--- src/sv/ttu_pkg.sv ---
`timescale 1ns / 1ps
// ----------------------------------------------------------------------------
// ttu_pkg: shared types and constants for the tag text transcoder
// Text encodings, stop causes, register indexes and the decode event that
// travels from the front end to the back end.
// ----------------------------------------------------------------------------
package ttu_pkg;

	typedef enum logic [1:0] {
		ENC_LATIN1  = 2'd0,
		ENC_UTF16LE = 2'd1,
		ENC_UTF16BE = 2'd2,
		ENC_UTF8    = 2'd3
	} enc_t;

	typedef enum logic [1:0] {
		CAUSE_END     = 2'd0,
		CAUSE_NUL     = 2'd1,
		CAUSE_INVALID = 2'd2,
		CAUSE_FULL    = 2'd3
	} cause_t;

	typedef enum logic {
		REG_TEXT_ENCODING  = 1'b0,
		REG_FIELD_CAPACITY = 1'b1
	} reg_idx_t;

	localparam int CFG_DATA_W = 9;
	localparam logic [1:0] TEXT_ENCODING_RST = 2'd0;
	localparam logic [8:0] FIELD_CAPACITY_RST = 9'd64;

	localparam int CODE_W = 21;
	localparam logic [CODE_W-1:0] CP_SPACE     = 21'h000020;
	localparam logic [CODE_W-1:0] CP_DEL       = 21'h00007F;
	localparam logic [CODE_W-1:0] CP_TWO_BYTE  = 21'h000080;
	localparam logic [CODE_W-1:0] CP_THREE_BYTE = 21'h000800;
	localparam logic [CODE_W-1:0] CP_FOUR_BYTE = 21'h010000;
	localparam logic [CODE_W-1:0] CP_SURR_LO   = 21'h00D800;
	localparam logic [CODE_W-1:0] CP_SURR_HI   = 21'h00DFFF;
	localparam logic [CODE_W-1:0] CP_MAX       = 21'h10FFFF;

	localparam logic [7:0] BOM_FF = 8'hFF;
	localparam logic [7:0] BOM_FE = 8'hFE;
	localparam logic [7:0] SPACES_MAX = 8'hFF;

	localparam int FIFO_DEPTH = 4;
	localparam int FIFO_PTR_W = $clog2(FIFO_DEPTH);

	// one decoded step of the text
	typedef struct packed {
		logic              code_valid;
		logic [CODE_W-1:0] code;
		cause_t            cause;
		logic              last;
	} ev_t;

endpackage

--- src/sv/ttu_front.sv ---
`timescale 1ns / 1ps
// ----------------------------------------------------------------------------
// ttu_front: byte decoder
// Accepts raw text bytes, decodes Latin-1, UTF-16 and UTF-8 into code points,
// detects NUL and malformed input and posts one event per useful byte.
// ----------------------------------------------------------------------------
module ttu_front import ttu_pkg::*; (
	input  logic       clk,
	input  logic       arst_n,
	input  enc_t       text_encoding,
	input  logic       accept,
	input  logic [7:0] in_byte,
	input  logic       last_byte,
	output logic       push,
	output ev_t        ev
);

	logic [2:0]        seq_position_q, seq_position_n;
	logic [2:0]        seq_expected_q, seq_expected_n;
	logic [CODE_W-1:0] partial_code_q, partial_code_n;
	logic [7:0]        held_unit_byte_q, held_unit_byte_n;
	logic [9:0]        high_half_q, high_half_n;
	logic              have_high_half_q, have_high_half_n;
	logic              msb_first_q, msb_first_n;
	logic              at_first_unit_q, at_first_unit_n;
	logic              halted_q, halted_n;

	always_comb begin
		logic              got;
		logic [CODE_W-1:0] code;
		cause_t            cause;
		logic [CODE_W-1:0] p;
		logic [CODE_W-1:0] floor_v;
		logic [2:0]        pos_inc;
		logic [15:0]       unit;
		logic              bom;

		seq_position_n   = seq_position_q;
		seq_expected_n   = seq_expected_q;
		partial_code_n   = partial_code_q;
		held_unit_byte_n = held_unit_byte_q;
		high_half_n      = high_half_q;
		have_high_half_n = have_high_half_q;
		msb_first_n      = msb_first_q;
		at_first_unit_n  = at_first_unit_q;
		got     = 1'b0;
		code    = '0;
		cause   = CAUSE_END;
		p       = '0;
		floor_v = '0;
		pos_inc = '0;
		unit    = '0;
		bom     = 1'b0;

		if (!halted_q) begin
			unique case (text_encoding)
				ENC_LATIN1: begin
					if (in_byte == 8'h00) cause = CAUSE_NUL;
					else begin
						got  = 1'b1;
						code = CODE_W'(in_byte);
					end
				end
				ENC_UTF8: begin
					if (seq_position_q == 3'd0) begin
						if (in_byte == 8'h00) cause = CAUSE_NUL;
						else if (!in_byte[7]) begin
							got  = 1'b1;
							code = CODE_W'(in_byte);
						end else if (in_byte[7:5] == 3'b110) begin
							seq_expected_n = 3'd2;
							partial_code_n = CODE_W'(in_byte[4:0]);
							seq_position_n = 3'd1;
						end else if (in_byte[7:4] == 4'b1110) begin
							seq_expected_n = 3'd3;
							partial_code_n = CODE_W'(in_byte[3:0]);
							seq_position_n = 3'd1;
						end else if (in_byte[7:3] == 5'b11110) begin
							seq_expected_n = 3'd4;
							partial_code_n = CODE_W'(in_byte[2:0]);
							seq_position_n = 3'd1;
						end else begin
							cause = CAUSE_INVALID;
						end
					end else if (in_byte[7:6] != 2'b10) begin
						cause = CAUSE_INVALID;
					end else begin
						p       = {partial_code_q[CODE_W-7:0], in_byte[5:0]};
						pos_inc = seq_position_q + 3'd1;
						if (pos_inc < seq_expected_q) begin
							partial_code_n = p;
							seq_position_n = pos_inc;
						end else begin
							seq_position_n = 3'd0;
							seq_expected_n = 3'd0;
							partial_code_n = '0;
							floor_v = (seq_expected_q == 3'd2) ? CP_TWO_BYTE :
								(seq_expected_q == 3'd3) ? CP_THREE_BYTE : CP_FOUR_BYTE;
							if (p > CP_MAX || (p >= CP_SURR_LO && p <= CP_SURR_HI) ||
								p < floor_v) begin
								cause = CAUSE_INVALID;
							end else begin
								got  = 1'b1;
								code = p;
							end
						end
					end
				end
				default: begin
					// UTF-16: first byte of a unit is held, second completes it
					if (seq_position_q == 3'd0) begin
						if (at_first_unit_q) msb_first_n = (text_encoding == ENC_UTF16BE);
						held_unit_byte_n = in_byte;
						seq_position_n   = 3'd1;
					end else begin
						seq_position_n = 3'd0;
						if (at_first_unit_q) begin
							at_first_unit_n = 1'b0;
							if (held_unit_byte_q == BOM_FF && in_byte == BOM_FE) begin
								msb_first_n = 1'b0;
								bom = 1'b1;
							end else if (held_unit_byte_q == BOM_FE && in_byte == BOM_FF) begin
								msb_first_n = 1'b1;
								bom = 1'b1;
							end
						end
						if (!bom) begin
							unit = msb_first_n ? {held_unit_byte_q, in_byte} :
								{in_byte, held_unit_byte_q};
							if (have_high_half_q) begin
								have_high_half_n = 1'b0;
								if (unit[15:10] != 6'b110111) cause = CAUSE_INVALID;
								else begin
									got  = 1'b1;
									code = CP_FOUR_BYTE + CODE_W'({high_half_q, unit[9:0]});
									high_half_n = '0;
								end
							end else if (unit == 16'h0000) begin
								cause = CAUSE_NUL;
							end else if (unit[15:10] == 6'b110110) begin
								high_half_n      = unit[9:0];
								have_high_half_n = 1'b1;
							end else if (unit[15:10] == 6'b110111) begin
								cause = CAUSE_INVALID;
							end else begin
								got  = 1'b1;
								code = CODE_W'(unit);
							end
						end
					end
				end
			endcase
		end

		halted_n = halted_q || (cause != CAUSE_END);

		// text ends in the middle of a sequence or surrogate pair
		if (last_byte && !halted_n) begin
			if (text_encoding == ENC_UTF8 && seq_position_n != 3'd0)
				cause = CAUSE_INVALID;
			else if ((text_encoding == ENC_UTF16LE || text_encoding == ENC_UTF16BE) &&
				have_high_half_n)
				cause = CAUSE_INVALID;
		end

		ev.code_valid = got;
		ev.code       = code;
		ev.cause      = cause;
		ev.last       = last_byte;
		push = accept && (got || cause != CAUSE_END || last_byte);
	end

	always_ff @(posedge clk or negedge arst_n) begin
		if (!arst_n) begin
			seq_position_q   <= '0;
			seq_expected_q   <= '0;
			partial_code_q   <= '0;
			held_unit_byte_q <= '0;
			high_half_q      <= '0;
			have_high_half_q <= 1'b0;
			msb_first_q      <= 1'b0;
			at_first_unit_q  <= 1'b1;
			halted_q         <= 1'b0;
		end else if (accept) begin
			if (last_byte) begin
				seq_position_q   <= '0;
				seq_expected_q   <= '0;
				partial_code_q   <= '0;
				held_unit_byte_q <= '0;
				high_half_q      <= '0;
				have_high_half_q <= 1'b0;
				msb_first_q      <= 1'b0;
				at_first_unit_q  <= 1'b1;
				halted_q         <= 1'b0;
			end else begin
				seq_position_q   <= seq_position_n;
				seq_expected_q   <= seq_expected_n;
				partial_code_q   <= partial_code_n;
				held_unit_byte_q <= held_unit_byte_n;
				high_half_q      <= high_half_n;
				have_high_half_q <= have_high_half_n;
				msb_first_q      <= msb_first_n;
				at_first_unit_q  <= at_first_unit_n;
				halted_q         <= halted_n;
			end
		end
	end

endmodule

--- src/sv/ttu_fifo.sv ---
`timescale 1ns / 1ps
// ----------------------------------------------------------------------------
// ttu_fifo: decode event queue
// Small register queue between the decoder and the encoder so that each side
// can stall on its own.
// ----------------------------------------------------------------------------
module ttu_fifo import ttu_pkg::*; (
	input  logic clk,
	input  logic arst_n,
	input  logic push,
	input  ev_t  wr_ev,
	input  logic pop,
	output logic full,
	output logic rd_valid,
	output ev_t  rd_ev
);

	ev_t                   entry_q [FIFO_DEPTH];
	logic [FIFO_PTR_W-1:0] wr_ptr_q;
	logic [FIFO_PTR_W-1:0] rd_ptr_q;
	logic [FIFO_PTR_W:0]   count_q;

	assign full     = (count_q == (FIFO_PTR_W+1)'(FIFO_DEPTH));
	assign rd_valid = (count_q != '0);
	assign rd_ev    = entry_q[rd_ptr_q];

	always_ff @(posedge clk) begin
		if (push) entry_q[wr_ptr_q] <= wr_ev;
	end

	always_ff @(posedge clk or negedge arst_n) begin
		if (!arst_n) begin
			wr_ptr_q <= '0;
			rd_ptr_q <= '0;
			count_q  <= '0;
		end else begin
			if (push) wr_ptr_q <= wr_ptr_q + 1'b1;
			if (pop)  rd_ptr_q <= rd_ptr_q + 1'b1;
			unique case ({push, pop})
				2'b10:   count_q <= count_q + 1'b1;
				2'b01:   count_q <= count_q - 1'b1;
				default: count_q <= count_q;
			endcase
		end
	end

endmodule

--- src/sv/ttu_back.sv ---
`timescale 1ns / 1ps
// ----------------------------------------------------------------------------
// ttu_back: UTF-8 encoder and output stage
// Applies capacity, space holding and halting to decoded code points, encodes
// them as UTF-8 and drives the result register.
// ----------------------------------------------------------------------------
module ttu_back import ttu_pkg::*; #(
	parameter int MAX_CAPACITY = 256
) (
	input  logic       clk,
	input  logic       arst_n,
	input  logic [8:0] field_capacity,
	input  logic       ev_valid,
	input  ev_t        ev,
	output logic       pop,
	output logic       out_valid,
	input  logic       out_stall,
	output logic [7:0] lead_spaces,
	output logic [2:0] byte_count,
	output logic [7:0] utf8_byte0,
	output logic [7:0] utf8_byte1,
	output logic [7:0] utf8_byte2,
	output logic [7:0] utf8_byte3,
	output logic       text_end,
	output logic [1:0] stop_cause
);

	localparam int CAP_W = $clog2(MAX_CAPACITY + 1);
	localparam int SUM_W = ((CAP_W > 9) ? CAP_W : 9) + 1;

	logic [CAP_W-1:0] written_q, written_n;
	logic [7:0]       pending_q, pending_n;
	logic             seen_q, seen_n;
	logic             halted_q, halted_n;
	cause_t           reason_q, reason_n;

	logic [SUM_W-1:0] cap;
	logic             has_result;
	logic [2:0]       emit_n;
	logic [7:0]       lead_n;
	logic [7:0]       b0, b1, b2, b3;
	logic             out_valid_q;

	always_comb begin
		logic [SUM_W-1:0]  fc_ext;
		logic [SUM_W-1:0]  max_ext;
		logic [SUM_W-1:0]  need;
		logic [CODE_W-1:0] cp;
		logic [2:0]        n;

		fc_ext  = SUM_W'(field_capacity);
		max_ext = SUM_W'(MAX_CAPACITY);
		cap     = (fc_ext > max_ext) ? max_ext : fc_ext;

		// control codes and DEL print as spaces
		cp = (ev.code < CP_SPACE || ev.code == CP_DEL) ? CP_SPACE : ev.code;
		n  = (cp < CP_TWO_BYTE) ? 3'd1 : (cp < CP_THREE_BYTE) ? 3'd2 :
			(cp < CP_FOUR_BYTE) ? 3'd3 : 3'd4;
		need = SUM_W'(written_q) + SUM_W'(n) + SUM_W'(1);

		written_n = written_q;
		pending_n = pending_q;
		seen_n    = seen_q;
		halted_n  = halted_q;
		reason_n  = reason_q;
		emit_n    = 3'd0;
		lead_n    = 8'd0;

		if (!halted_q) begin
			if (ev.code_valid) begin
				if (need > cap) begin
					halted_n = 1'b1;
					reason_n = CAUSE_FULL;
				end else begin
					written_n = CAP_W'(SUM_W'(written_q) + SUM_W'(n));
					if (cp == CP_SPACE) begin
						if (seen_q && pending_q != SPACES_MAX) pending_n = pending_q + 8'd1;
					end else begin
						emit_n    = n;
						lead_n    = pending_q;
						pending_n = 8'd0;
						seen_n    = 1'b1;
					end
				end
			end else if (ev.cause != CAUSE_END) begin
				halted_n = 1'b1;
				reason_n = ev.cause;
			end
		end

		b0 = 8'd0;
		b1 = 8'd0;
		b2 = 8'd0;
		b3 = 8'd0;
		unique case (emit_n)
			3'd1: b0 = cp[7:0];
			3'd2: begin
				b0 = {3'b110, cp[10:6]};
				b1 = {2'b10, cp[5:0]};
			end
			3'd3: begin
				b0 = {4'b1110, cp[15:12]};
				b1 = {2'b10, cp[11:6]};
				b2 = {2'b10, cp[5:0]};
			end
			3'd4: begin
				b0 = {5'b11110, cp[20:18]};
				b1 = {2'b10, cp[17:12]};
				b2 = {2'b10, cp[11:6]};
				b3 = {2'b10, cp[5:0]};
			end
			default: ;
		endcase

		has_result = (emit_n != 3'd0) || ev.last;
	end

	assign pop = ev_valid && (!has_result || !out_valid_q || !out_stall);

	always_ff @(posedge clk or negedge arst_n) begin
		if (!arst_n) begin
			written_q <= '0;
			pending_q <= '0;
			seen_q    <= 1'b0;
			halted_q  <= 1'b0;
			reason_q  <= CAUSE_END;
		end else if (pop) begin
			if (ev.last) begin
				written_q <= '0;
				pending_q <= '0;
				seen_q    <= 1'b0;
				halted_q  <= 1'b0;
				reason_q  <= CAUSE_END;
			end else begin
				written_q <= written_n;
				pending_q <= pending_n;
				seen_q    <= seen_n;
				halted_q  <= halted_n;
				reason_q  <= reason_n;
			end
		end
	end

	always_ff @(posedge clk or negedge arst_n) begin
		if (!arst_n) begin
			out_valid_q <= 1'b0;
		end else if (pop && has_result) begin
			out_valid_q <= 1'b1;
		end else if (!out_stall) begin
			out_valid_q <= 1'b0;
		end
	end

	always_ff @(posedge clk) begin
		if (pop && has_result) begin
			lead_spaces <= lead_n;
			byte_count  <= emit_n;
			utf8_byte0  <= b0;
			utf8_byte1  <= b1;
			utf8_byte2  <= b2;
			utf8_byte3  <= b3;
			text_end    <= ev.last;
			stop_cause  <= ev.last ? reason_n : CAUSE_END;
		end
	end

	assign out_valid = out_valid_q;

	a_cause_only_at_end: assert property (@(posedge clk) disable iff (!arst_n)
		out_valid_q && stop_cause != CAUSE_END |-> text_end)
		else $error("stop cause on a result that does not end the text");

	a_empty_only_at_end: assert property (@(posedge clk) disable iff (!arst_n)
		out_valid_q && byte_count == 3'd0 |-> text_end && lead_spaces == 8'd0)
		else $error("empty result before end of text");

	a_clear_after_end: assert property (@(posedge clk) disable iff (!arst_n)
		pop && ev.last |=> written_q == '0 && !halted_q && pending_q == 8'd0)
		else $error("text state not cleared after last byte");

endmodule

--- src/sv/tag_text_to_utf8_transcoder_top.sv ---
`timescale 1ns / 1ps
// ----------------------------------------------------------------------------
// tag_text_to_utf8_transcoder_top: tag text to UTF-8 transcoder
// Decodes Latin-1, UTF-16 or UTF-8 text bytes and re-emits UTF-8 code points
// with capacity limiting, space trimming and a stop cause at text end.
// ----------------------------------------------------------------------------
// Usage:
//   Input channel carries one raw text byte per transfer, last_byte set on
//   the final byte. Output channel carries at most one result per byte: one
//   for every emitted non-space code point and always one for the last byte.
//   The front end decodes each byte in the cycle it is accepted and queues a
//   decode event in a four-entry queue; the back end encodes one event per
//   cycle into the output register while out_stall is not holding a result
//   there. The event is written into the queue when the byte is accepted,
//   and the result register loads when the back end pops that event.
//   Sustained rate is one byte per cycle while out_stall stays low.
//   in_stall rises only when the event queue is full, which happens while
//   out_stall holds the output register and the queue fills behind it.
//   Configuration (text_encoding, field_capacity) is written through
//   cfg_wr_en/cfg_index/cfg_data while no transfer is in flight.
//   Reset sets Latin-1 and a capacity of 64 and clears all text state.
// ----------------------------------------------------------------------------
module tag_text_to_utf8_transcoder_top import ttu_pkg::*; #(
	parameter int MAX_CAPACITY = 256
) (
	input  logic                  clk,
	input  logic                  arst_n,
	input  logic                  cfg_wr_en,
	input  logic                  cfg_index,
	input  logic [CFG_DATA_W-1:0] cfg_data,
	input  logic                  in_valid,
	output logic                  in_stall,
	input  logic [7:0]            in_byte,
	input  logic                  last_byte,
	output logic                  out_valid,
	input  logic                  out_stall,
	output logic [7:0]            lead_spaces,
	output logic [2:0]            byte_count,
	output logic [7:0]            utf8_byte0,
	output logic [7:0]            utf8_byte1,
	output logic [7:0]            utf8_byte2,
	output logic [7:0]            utf8_byte3,
	output logic                  text_end,
	output logic [1:0]            stop_cause
);

	enc_t       text_encoding_q;
	logic [8:0] field_capacity_q;

	logic accept;
	logic push;
	ev_t  push_ev;
	logic fifo_full;
	logic fifo_valid;
	ev_t  head_ev;
	logic pop;

	always_ff @(posedge clk or negedge arst_n) begin
		if (!arst_n) begin
			text_encoding_q  <= enc_t'(TEXT_ENCODING_RST);
			field_capacity_q <= FIELD_CAPACITY_RST;
		end else if (cfg_wr_en) begin
			unique case (reg_idx_t'(cfg_index))
				REG_TEXT_ENCODING:  text_encoding_q  <= enc_t'(cfg_data[1:0]);
				REG_FIELD_CAPACITY: field_capacity_q <= cfg_data[8:0];
				default: ;
			endcase
		end
	end

	assign in_stall = fifo_full;
	assign accept   = in_valid && !fifo_full;

	ttu_front u_front (
		.clk           (clk),
		.arst_n        (arst_n),
		.text_encoding (text_encoding_q),
		.accept        (accept),
		.in_byte       (in_byte),
		.last_byte     (last_byte),
		.push          (push),
		.ev            (push_ev)
	);

	ttu_fifo u_fifo (
		.clk      (clk),
		.arst_n   (arst_n),
		.push     (push),
		.wr_ev    (push_ev),
		.pop      (pop),
		.full     (fifo_full),
		.rd_valid (fifo_valid),
		.rd_ev    (head_ev)
	);

	ttu_back #(
		.MAX_CAPACITY (MAX_CAPACITY)
	) u_back (
		.clk            (clk),
		.arst_n         (arst_n),
		.field_capacity (field_capacity_q),
		.ev_valid       (fifo_valid),
		.ev             (head_ev),
		.pop            (pop),
		.out_valid      (out_valid),
		.out_stall      (out_stall),
		.lead_spaces    (lead_spaces),
		.byte_count     (byte_count),
		.utf8_byte0     (utf8_byte0),
		.utf8_byte1     (utf8_byte1),
		.utf8_byte2     (utf8_byte2),
		.utf8_byte3     (utf8_byte3),
		.text_end       (text_end),
		.stop_cause     (stop_cause)
	);

endmodule

--- config.mk ---
export PLATFORM = sky130hd
export DESIGN_NAME = tag_text_to_utf8_transcoder_top
export DESIGN_NICKNAME = d
export VERILOG_FILES = /design/src/sv/ttu_pkg.sv /design/src/sv/ttu_front.sv /design/src/sv/ttu_fifo.sv /design/src/sv/ttu_back.sv /design/src/sv/tag_text_to_utf8_transcoder_top.sv
export SDC_FILE = /design/constraint.sdc
export NUM_CORES = 1
export LEC_CHECK = 0
export BUFFER_PORTS_ARGS = -buffer_cell sky130_fd_sc_hd__buf_2
export CORE_MARGIN = 4
export CORE_UTILIZATION = 49
export CTS_CLUSTER_SIZE = 25
export DETAILED_ROUTE_END_ITERATION = 6
export PLACE_DENSITY = 0.67
export SLEW_MARGIN = 15
export SYNTH_ARGS = -nofsm -noshare
export SYNTH_HDL_FRONTEND = slang
export SYNTH_SLANG_ARGS = --single-unit
export TNS_END_PERCENT = 50
--- constraint.sdc ---
create_clock -name clk -period 11.34 [get_ports clk]
set_input_delay 2.268 -clock clk [delete_from_list [all_inputs] [get_ports clk]]
set_output_delay 2.268 -clock clk [all_outputs]
set_load 0.05 [all_outputs]
==> flow_metrics.env <==
export IMPL_status="finished clean"
export IMPL_drtIter0Drc=612
export IMPL_drt_total_wl_um=26300
export IMPL_worstPathArrival_ns=7.71
export IMPL_swShare_pct=41.3
export IMPL_grt_antenna_before_repair=0
export IMPL_power_frac_comb_pct=42.2
export IMPL_synth_top_family_by_area="compound AO/OA/AOI/OAI gates"
export IMPL_fmax_mhz=137
export IMPL_hold_slack_ns=0.482
export IMPL_synth_fa_ha_area_share_pct=3.53
export IMPL_yosys_warnings=0
export IMPL_timing_final_ws_setup_ns=4.03
export IMPL_synth_xor_area_share_pct=1.84
export IMPL_wl_met3_um=1660
export IMPL_synth_top_cell_area_share_pct=37.6
export IMPL_core_um2=22800
export IMPL_leakagePower_nw=5.09
export IMPL_die_area_um2=25800
export IMPL_yosys_top_cells_area="edfxtp_1 38%, dfrtp_1 18%, mux4_2 4.7%"
export IMPL_cts_buffer_depth=3
export IMPL_highest_layer="met4"
export IMPL_synth_ff_type="edfxtp_1"
export IMPL_viasPerCell=5.87
export IMPL_die_y_um=161
export IMPL_overflow=0
export IMPL_p_sw_w=0.00149
export IMPL_ys_top_cells_by_count="143 x edfxtp_1, 109 x nand2_1, 81 x dfrtp_1"
export IMPL_crit_fanout=28
export IMPL_synth_edf_count=143
export IMPL_drc=0
export IMPL_yosysMostFrequentCell="edfxtp_1"
export IMPL_ctsResizeCount=0
export IMPL_area_growth_syn_to_layout_pct=12.4
export IMPL_grt_max_degree=57
export IMPL_hold_path_class="reg2reg"
export IMPL_yosysTopAreaCell="edfxtp_1"
export IMPL_grt_pass1_wl_um=42000
export IMPL_avgSynthCellArea_um2=11.6
export IMPL_timing_max_cap_violations=0
export IMPL_rsz0062_at_grt="no"
export IMPL_synth_area_mux_share_pct=7.50
export IMPL_ctsHoldBuffers=0
export IMPL_final_max_slew_violation_count=0
export IMPL_grt_usage_pct=19.9
export IMPL_initial_core_util_pct=50.1
export IMPL_cts_htree_levels=1
export IMPL_nFillCells=1901
export IMPL_syn_area_um2=11400
export IMPL_p_int_w=0.00212
export IMPL_ant_nets=0
export IMPL_cp_end_kind="flip-flop"
export IMPL_synth_compound_area_share_pct=14.4
export IMPL_chipWidth_um=161
export IMPL_m1WireLength_um=11800
export IMPL_routed_wl_met2_um=12200
export IMPL_start_kind="flip-flop"
export IMPL_hold_violations=0
export IMPL_final_nets=1091
export IMPL_first_pass_iters=5
export IMPL_ir_drop_uv=144
export IMPL_seqPwrFrac_pct=35.6
export IMPL_worst_pin_slew_ns=1.00
export IMPL_ys_seq_area_share_pct=55.9
export IMPL_clock_latency_ns=0.53
export IMPL_period_minus_slack_ns=7.31
export IMPL_postSynthCellCount=980
export IMPL_tns_ns=0
export IMPL_postCtsSetupBuffers=0
export IMPL_clkSinkCount=226
export IMPL_period_share_pct=64.4
export IMPL_antenna_cells=0
export IMPL_worstPathRequired_ns=11.74
export IMPL_dp_hpwl_um=18100
export IMPL_power_density_nw_per_um2=282
export IMPL_gp_congestion=0.865
export IMPL_place_ws_ns=4.05
export IMPL_ys_types=83
export IMPL_clkPwrFrac_pct=22.2
export IMPL_via_count=8031
export IMPL_cts_tree="built"
export IMPL_cts_root_buffer="clkbuf_16"
export IMPL_clock_skew_ns=0.0126
export IMPL_final_setup_viol_count=0
export IMPL_path_class="reg2reg"
export IMPL_grt_pass1_vias=7635
export IMPL_pin_count=72
export IMPL_io_buffers=68
export IMPL_numCtsBuffers=25
export IMPL_wl_per_cell_um=19.2
export IMPL_synth_seq_cells=226
export IMPL_synth_simple_area_share_pct=13.6
export IMPL_drive_gt1_share_pct=16.2
export IMPL_rows=55
export IMPL_clk_pin_slew_ns=0.06
export IMPL_synthArstFlopShare_pct=36.7
export IMPL_slew_headroom_pct=32.7
[placed cells by master (no fill, tap or decap), types with 18 or more instances in the layout]
| cell type | count |
|---|---|
| edfxtp_1 | 143 |
| ha_1 | 29 |
| nor2_1 | 70 |
| a21oi_1 | 47 |
| dfrtp_1 | 81 |
| and3_1 | 25 |
| inv_1 | 28 |
| mux4_2 | 24 |
| o21ai_0 | 62 |
| nand2_1 | 109 |
| buf_2 | 67 |
| mux2i_1 | 18 |
| clkbuf_16 | 25 |
| a22o_1 | 21 |
[registers in the layout (all words and copies together), names as in the netlist, 8 cells and up]
name                      count
field_capacity_q              9
u_back.lead_spaces            8
u_back.pending_q              8
u_back.utf8_byte0             8
u_back.written_q              9
u_fifo.entry_q              100
u_front.held_unit_byte_q      8
u_front.high_half_q          10
u_front.partial_code_q       15
[final timing paths]
kind,startpoint,end,slack [ns],cells after the start
hold / removal,u_front.high_half_q[2]$_DFFE_PN0P_,u_front.high_half_q[2]$_DFFE_PN0P_,0.48,2
hold reg to reg,u_front.high_half_q[2]$_DFFE_PN0P_,u_front.high_half_q[2]$_DFFE_PN0P_,0.48,2
min in group asynchronous,arst_n,u_back.written_q[5]$_DFFE_PN0P_,1.66,1
max in group asynchronous,arst_n,u_front.high_half_q[2]$_DFFE_PN0P_,8.59,2
setup / recovery,u_fifo.rd_ptr_q[0]$_DFFE_PN0P_,u_fifo.count_q[2]$_DFFE_PN0P_,4.03,27
setup reg to reg,u_fifo.rd_ptr_q[0]$_DFFE_PN0P_,u_fifo.count_q[2]$_DFFE_PN0P_,4.03,27
[per-stage QoR]
| step | total power [W] | cells | area [um^2] | util [%] |
|---|---|---|---|---|
| finish | 0.00361 | 1368 | 12800 | 56.3 |
| global route | 0.00383 | 1368 | 12800 | 56.3 |
| CTS | 0.00363 | 1368 | 12800 | 56.3 |
| floorplan | 0.00246 | 982 | 11400 | - |
| detailed placement | 0.00282 | 1322 | 12000 | 52.7 |
| global placement | 0.00280 | 1322 | 12000 | 52.7 |
[cell families (layout without fill, tap and decap cells)]
group	count (synthesis)	count (layout)
AND/OR/NAND/NOR	316	316
AO/OA/AOI/OAI	243	243
flip-flops	226	226
buffers and inverters	85	158
multiplexers	54	54
adder cells (fa/ha/maj)	31	31
XOR/XNOR	24	24
other	1	3
[layer usage]
layer,vias to the layer above,track usage [%]
li1,3807,-
met1,3895,28.9
met2,278,31.3
met3,51,3.16
met4,0,5.91
met5,-,0
[area by class of cell]
| cell class | count | area (um^2) | area share [%] |
|---|---|---|---|
| tap | 313 | 392 | 3.05 |
| clock buffer | 34 | 669 | 5.22 |
| multi-input combinational | 671 | 4690 | 36.6 |
| timing repair buffer | 80 | 433 | 3.38 |
| inverter | 32 | 120 | 0.937 |
| clock inverter | 12 | 145 | 1.13 |
| sequential | 226 | 6370 | 49.7 |
[critical path: stages, from the launching register on]
cell and delay [ns]:
dfrtp_1 0.32, buf_4 0.43, mux4_2 0.60, or3_1 0.39, nor2_1 0.24, and3_1 0.37, nor2_1 0.12, ha_1 0.29
a21o_1 0.21, a21oi_1 0.63, xnor2_1 0.25, nor2_1 0.08, a41oi_1 0.29, nor2_1 0.10, xor2_1 0.15, ha_1 0.22
a211o_1 0.23, o221ai_1 0.26, and3_1 0.59, a21oi_1 0.18, nor2_1 0.32, inv_1 0.09, ha_1 0.21, inv_1 0.07
fa_1 0.18, xor2_1 0.14, nor2_1 0.06, xor2_1 0.14
[power groups by stage]
| stage | clock network [W] | logic [W] | registers, W |
|---|---|---|---|
| 2_1_floorplan | 0 | 0.000909 | 0.00155 |
| 3_3_place_gp | 0 | 0.00150 | 0.00130 |
| 3_5_place_dp | 0 | 0.00152 | 0.00130 |
| 4_1_cts | 0.000816 | 0.00153 | 0.00129 |
| 5_1_grt | 0.000853 | 0.00166 | 0.00131 |
| 6_report | 0.000800 | 0.00152 | 0.00129 |
No activity file was read; power rests on OpenSTA's default activity.
